File: config.mk
export PLATFORM = sky130hd
export DESIGN_NAME = chc_sine
export DESIGN_NICKNAME = d
export VERILOG_FILES = /design/src/hdl/chc_pkg.sv /design/src/hdl/chc_sine.sv
export SDC_FILE = /design/constraint.sdc
export NUM_CORES = 1
export LEC_CHECK = 0
export ABC_CLOCK_PERIOD_IN_PS = 5100
export BUFFER_PORTS_ARGS = -buffer_cell sky130_fd_sc_hd__buf_2
export CELL_PAD_IN_SITES_DETAIL_PLACEMENT = 1
export CELL_PAD_IN_SITES_GLOBAL_PLACEMENT = 2
export CORE_ASPECT_RATIO = 1.1
export CORE_MARGIN = 2
export CORE_UTILIZATION = 36
export DETAILED_ROUTE_END_ITERATION = 10
export PLACE_DENSITY_LB_ADDON = 0.1
export SLEW_MARGIN = 30
export SYNTH_ARGS = -nofsm -noshare
export SYNTH_HDL_FRONTEND = slang
export SYNTH_SLANG_ARGS = --single-unit
File: constraint.sdc
create_clock -name clk -period 5.1 [get_ports clk]
set_input_delay 0 -clock clk [delete_from_list [all_inputs] [get_ports clk]]
set_output_delay 0 -clock clk [all_outputs]
set_load 0.05 [all_outputs]
File: src/hdl/chc_pkg.sv
// chc_pkg.sv - shared constants, control structs and the sine table generator
// for the chorus core. No dependencies; imported by every chc_* module and by
// chorus_effect_core.
package chc_pkg;

    typedef longint unsigned u64_t;

    // Default build of the core
    localparam int DEF_BUFFER_DEPTH    = 4096;
    localparam int DEF_SAMPLE_WIDTH    = 24;
    localparam int DEF_SINE_TABLE_BITS = 8;

    // Fixed field widths
    localparam int PHASE_W     = 24;
    localparam int DELAY_CFG_W = 20;
    localparam int STEP_CFG_W  = 24;
    localparam int MIX_W       = 16;
    localparam int SINE_W      = 17;
    localparam int FRAC_W      = 8;
    localparam int Q15_SHIFT   = 15;

    // Serial multiplier: widest multiplier operand is mod_depth
    localparam int MPLR_W    = 20;
    localparam int STEP_W    = 5;
    // sine * mod_depth plus rounding needs 38 signed bits
    localparam int MIN_ACC_W = 38;

    localparam logic [STEP_W-1:0] STEPS_DELAY  = 5'd20;
    localparam logic [STEP_W-1:0] STEPS_INTERP = 5'd8;
    localparam logic [STEP_W-1:0] STEPS_MIX    = 5'd16;

    localparam int ROUND_Q15 = 16384;
    localparam int ROUND_Q8  = 128;

    // Register port
    localparam int PADDR_W    = 4;
    localparam int PDATA_W    = 32;
    localparam int BYTE_SEL_W = 2;
    localparam int REG_IDX_W  = 2;

    localparam logic [REG_IDX_W-1:0] REG_PRE_DELAY  = 2'd0;
    localparam logic [REG_IDX_W-1:0] REG_MOD_DEPTH  = 2'd1;
    localparam logic [REG_IDX_W-1:0] REG_PHASE_STEP = 2'd2;
    localparam logic [REG_IDX_W-1:0] REG_WET_MIX    = 2'd3;

    localparam logic [MIX_W-1:0] MIX_FULL      = 16'h8000;
    localparam logic [MIX_W-1:0] WET_MIX_RESET = 16'h4000;

    // Sine generation: 2*pi in Q30 and the Taylor term divisors (2n)(2n+1)
    localparam u64_t TWO_PI_Q30 = 64'd6746518852;
    localparam u64_t TAYLOR_DIV [7] = '{64'd6, 64'd20, 64'd42, 64'd72,
                                        64'd110, 64'd156, 64'd210};

    typedef struct packed {
        logic              start;
        logic              keep_acc;
        logic [STEP_W-1:0] steps;
    } smac_ctrl_t;

    typedef struct packed {
        logic rd_en;
        logic wr_en;
    } dline_ctrl_t;

    // Quarter-wave sine entry q of a 2^bits table, Q15, evaluated at elaboration
    function automatic logic [15:0] quarter_sine(input int unsigned q,
                                                 input int unsigned bits);
        u64_t   x;
        u64_t   x2;
        u64_t   term;
        longint sum;
        longint r;
        x    = (u64_t'(q) * TWO_PI_Q30) >> bits;
        x2   = (x * x) >> 30;
        term = x;
        sum  = longint'(x);
        for (int n = 0; n < 7; n++)
        begin
            term = ((term * x2) >> 30) / TAYLOR_DIV[n];
            if (n[0] == 1'b0)
                sum = sum - longint'(term);
            else
                sum = sum + longint'(term);
        end
        if (sum < 0)
            sum = 0;
        r = (sum + 16384) >>> 15;
        if (r > 32767)
            r = 32767;
        return 16'(r);
    endfunction

endpackage

File: src/hdl/chc_sine.sv
// chc_sine.sv - LFO sine lookup: quarter-wave table folded to a full cycle.
// Depends on chc_pkg (quarter_sine, SINE_W).
module chc_sine #(
    parameter int TABLE_BITS = chc_pkg::DEF_SINE_TABLE_BITS
) (
    input  logic                               clk,
    input  logic                               load,
    input  logic [TABLE_BITS-1:0]              idx,
    output logic signed [chc_pkg::SINE_W-1:0]  sine
);
    import chc_pkg::*;

    localparam int QN = 2 ** (TABLE_BITS - 2);

    logic [15:0]                quarter [QN+1];
    logic [1:0]                 quad;
    logic [TABLE_BITS-3:0]      r;
    logic [TABLE_BITS-2:0]      addr;
    logic signed [SINE_W-1:0]   mag;
    logic signed [SINE_W-1:0]   sine_reg;

    for (genvar k = 0; k <= QN; k++)
    begin : g_quarter
        assign quarter[k] = quarter_sine(k, TABLE_BITS);
    end

    assign quad = idx[TABLE_BITS-1:TABLE_BITS-2];
    assign r    = idx[TABLE_BITS-3:0];

    // Odd quadrants run the table backwards, the lower half-cycle negates
    always_comb
    begin
        addr = quad[0] ? ((TABLE_BITS-1)'(QN) - {1'b0, r}) : {1'b0, r};
        mag  = signed'({1'b0, quarter[addr]});
    end

    always_ff @(posedge clk)
    begin
        if (load)
            sine_reg <= quad[1] ? -mag : mag;
    end

    assign sine = sine_reg;

endmodule

# After elaboration in Yosys (flattened, before gate mapping)
# Memories as Yosys holds them, arrays and structs flattened.
# Index checks and enable logic that the tools add are counted.
# totals
reg_bits	17
romBits	2048
output_inout_bits	17
elab_cells	11
mem_count	1
# classes
n_addsub	2
magnitude_cmp	1
n_mux	4
n_bitwise	1
# memory_table
memory	words	width	rd	rd_clocked_by_memory_dff	wr	line	rtl
(name not given)	128	16	1	0	0	chc_sine.sv:34	mag = signed'({1'b0, quarter[addr]});
# op_table
operator	n
$mux 16	3
$neg 16->17	1
$ge 8x8->1 const B	1
$not 7->8	1
$mux 7	1
$sub 7x6->7 const A	1

# Logic depth before layout (Yosys ltp)
# logic_depth
ltp_word	8
ltp_mapped	19
depth_no_buf	17

# Worst setup path before layout
# No wires, ideal clock.
# synth_path
kind	input -> register
start	input idx[0]
end	register sine_reg[14], in the netlist sine[14], data pin
setup_ns	0.257
arrival_ns	3.638
required_time_ns	4.843
path_slack_ns	1.204
path_stages	18
path_buffers	1
cell_sequence	buf_2 inv_1 ha_1 nand2_1 o21ai_1 inv_1 ha_1 and3_1 or4_1 nand3_1 o2111ai_1 o21ai_0 ha_1 inv_1 nor3_1 nand4_1 o31a_1 xor2_1
# synth_between
elab_chain_cells	8
# synth_lines
item	line	rtl
start: declaration	chc_sine.sv:8	input logic [TABLE_BITS-1:0] idx,
$sub 7x6->7	chc_sine.sv:33	addr = quad[0] ? ((TABLE_BITS-1)'(QN) - {1'b0, r}) : {1'b0, r};
$mux 7 (*)	chc_sine.sv:33	
$not 7->8 (not written as such) (*)	chc_sine.sv:34	
$mem_v2 128x16 (*)	-	
$mux 16 (not written as such) (*) (2 in series)	chc_sine.sv:34	
$neg 16->17	chc_sine.sv:40	sine_reg <= quad[1] ? -mag : mag;
$mux 16 (*)	chc_sine.sv:40	
end signal: assignment	chc_sine.sv:40	
end: declaration	chc_sine.sv:20	logic signed [SINE_W-1:0] sine_reg;
# Every way passes the cells marked *; elsewhere a longest branch is shown, timed or not. The select of a mux whose other input is x is not followed.
# A chain may end at the register's enable or synchronous reset.

# Worst setup path after layout
# Ends and elaborated chain as after synthesis.

==> metrics.cfg <==
[sta]
setup-tns-final_ns = 0
timing.final.crit_share = 0.780
relSlewSlack = 0.496
fin_crit_ns = 3.98
hold_viol_final = 0
tightest_slew_ns = 0.756
rsz0062_at_grt = no
timing.fmax_mhz = 251
drv_slew = 0
setup_viol = 0

[synth]
syn-cell-area_um2 = 3170
synth_edf_count = 17
ys_ff_latch = 17
syn_inst = 415
synth_seq_area_share = 0.161
syn_nets = 440
synth_cell_types = 77
synth_area_per_cell_um2 = 7.64
synth-async-reset-ratio = 0
yosysWarnings = 0
ys.flop_type = edfxtp_1

[place]
placed_cell_area_um2 = 3280
gp_congestion = 0.904
dpl.hpwl_um = 8480
port_buffers = 26

[cells_and_area]
antennaDiodeCount = 0
nFillCells = 1068
area_delta_synth_final_pct = 5.01
largest_reg_flops = 17
final_area_um2 = 3330
fin_nets = 440
drive_gt1_frac = 0.155

[worst_setup_path]
crit_top_cell = ha_1
endpoint = sine[14]$_DFFE_PP_
cp-end-kind = register
cp.arrival_ns = 3.98
path_cells = buf_2 > inv_1 > ha_1 > nand2_1 > o21ai_1 > ha_1 > nand2b_1 > mux2i_1 > or4_1 > nand3_1 > o2111ai_1 > o21ai_0 > ha_1 > inv_1 > nor3_1 > nand4_1 > o31a_1 > xor2_1
cpPeakStageDelay_ns = 0.57
required_ns = 5.10
cp-startpoint = idx[0]
critPathSlowestCell = or4_1
start_kind = input pin
cp_max_fo = 11
path_class = input pin to register

[routing]
drc_errors = 0
wl_per_cell_um = 21.8
vias = 3377
via_per_inst = 6.43
drt-initial-drc-count = 228
drtPass1Iterations = 4
ant_nets = 0
drt-total-wl_um = 11400

[status]
status = complete, no violations

[pwr]
switchingPower_mw = 0.429
power_frac_clock = 0.118
p_int_mw = 0.413
peakVddDrop_v = 0.0000668
cellPowerDensity_nw_per_um2 = 253
swShare = 0.509
seq_power_share = 0.230
comb_power_share = 0.652
p_leak_nw = 1.21

[global_routing]
first_global_vias = 3326
grt_pass1_wl_um = 18600
gr-total-overflow = 0
gr-usage-all-layers = 0.248
antenna_found_initial = 0
grt_max_degree = 37

[die]
core_area_um2 = 8450
die_area_um2 = 9570
start_util = 0.375
row_count = 35
num_io_pins = 27
die_w_um = 93.5
die_y_um = 102

[cts]
post_cts_buffers = 0
cts_sinks = 17
hold_buffers = 0
clk_pin_slew_ns = 0.07
cts_tree = built
cts.htree.levels = 1
clockBufferDepth = 2
postCtsResizedCells = 0
root_buffer = clkbuf_8
numCtsBuffers = 3

[min_path]
hp-class = input pin to register

[run]
max-cap-violations = 0

synthesized netlist by cell type (4+ instances only):
library cell  number  area share
a2111oi_0          4       0.011
a211oi_1           8       0.019
a21oi_1           25       0.039
a221oi_1           4       0.011
a31oi_1            4      0.0079
a32oi_1            5       0.014
buf_2             17       0.027
buf_4              8       0.019
buf_6              6       0.021
clkbuf_1          13       0.015
edfxtp_1          17        0.16
ha_1              15       0.059
inv_1             11       0.013
mux2i_1            5       0.016
nand2_1           27       0.032
nand2b_1           9       0.018
nand3_1           14       0.022
nand3b_1           6       0.014
nand4_1            4      0.0079
nor2_1            30       0.036
nor2b_1            7       0.014
nor3_1            26       0.041
nor4_1             5      0.0099
o211ai_1           6       0.014
o21ai_0           26       0.041
o21ai_1            4      0.0063
o22a_1             4       0.011
o22ai_1            5      0.0099
o31ai_1            4      0.0095
xnor2_1           11       0.030
xor2_1             6       0.017
per-layer routing:
metal | share of wire | GRT usage | vias to the layer above | wire, um
met5 | 0 | 0 | - | 0
met4 | 0.029 | 0.0826 | 0 | 331
met3 | 0.058 | 0.0236 | 19 | 666
met2 | 0.48 | 0.426 | 112 | 5530
met1 | 0.43 | 0.329 | 1664 | 4910
li1 | - | - | 1582 | -
how the worst min path moves through the flow:
stage | start | endpoint | cells past startpoint
floorplan | load | sine[0]$_DFFE_PP_ | 0
global placement | load | sine[6]$_DFFE_PP_ | 1
detailed placement | load | sine[6]$_DFFE_PP_ | 1
CTS | load | sine[6]$_DFFE_PP_ | 1
global route | load | sine[6]$_DFFE_PP_ | 1
finish | load | sine[7]$_DFFE_PP_ | 1
power groups by stage:
| stage | Combinational, mW | Clock (mW) | Sequential (mW) |
|---|---|---|---|
| 2_1_floorplan | 0.328 | 0 | 0.287 |
| 3_3_place_gp | 0.543 | 0 | 0.196 |
| 3_5_place_dp | 0.543 | 0 | 0.197 |
| 4_1_cts | 0.545 | 0.103 | 0.194 |
| 5_1_grt | 0.595 | 0.108 | 0.196 |
| 6_report | 0.548 | 0.0996 | 0.193 |
layout make-up:
class | instances | area (um^2) | area share
repair buffers | 41 | 243 | 0.0729
flip-flops and latches | 17 | 510 | 0.153
multi-input cells | 340 | 2350 | 0.705
clock inverters | 1 | 5.00 | 0.00150
inverters | 12 | 45.0 | 0.0135
well taps | 111 | 139 | 0.0417
clock buffers | 3 | 41.3 | 0.0124
logic make-up after synthesis:
group / synth area share
AO/OA/AOI/OAI: 0.331
XOR/XNOR: 0.0746
adder cells (fa/ha/maj): 0.0592
buffers and inverters: 0.0991
flip-flops: 0.161
multiplexers: 0.0193
AND/OR/NAND/NOR: 0.255
cells in the final DEF, fill, tap and decap left out, types with 4 or more instances in the layout:
cell and instances:
o211ai_1 6, a32oi_1 5, a221oi_1 4, nand2b_1 9
o21ai_1 4, nor4_1 5, ha_1 15, a2111oi_0 4
nor2b_1 7, xor2_1 6, nand4_1 4, buf_2 26
buf_4 15, xnor2_1 11, nor2_1 30, inv_1 11
nand3_1 14, edfxtp_1 17, mux2i_1 5, nand2_1 27
a21oi_1 25, a31oi_1 4, o21ai_0 26, nand3b_1 6
nor3_1 26, o31ai_1 4, a211oi_1 8, o22ai_1 5
o22a_1 4
stage by stage:
step	utilization	hold WS, ns	setup slack, ns	instances	total power [mW]
2_1_floorplan	-	0.112	1.20	415	0.615
5_1_grt	0.394	0.196	0.779	525	0.898
4_1_cts	0.394	0.185	1.05	525	0.842
6_report	0.394	0.184	1.12	525	0.841
3_5_place_dp	0.388	0.454	0.800	521	0.740
3_3_place_gp	0.388	0.439	0.840	520	0.738
critical path: cells and delay by family:
family / cells / cell delay (ns)
compound gates: 4 / 0.91
buf+inv: 3 / 0.39
mux: 1 / 0.12
simple gates: 6 / 1.32
fa+ha+maj: 3 / 1.10
xor+xnor: 1 / 0.14
(Power assumes the default switching activity.)
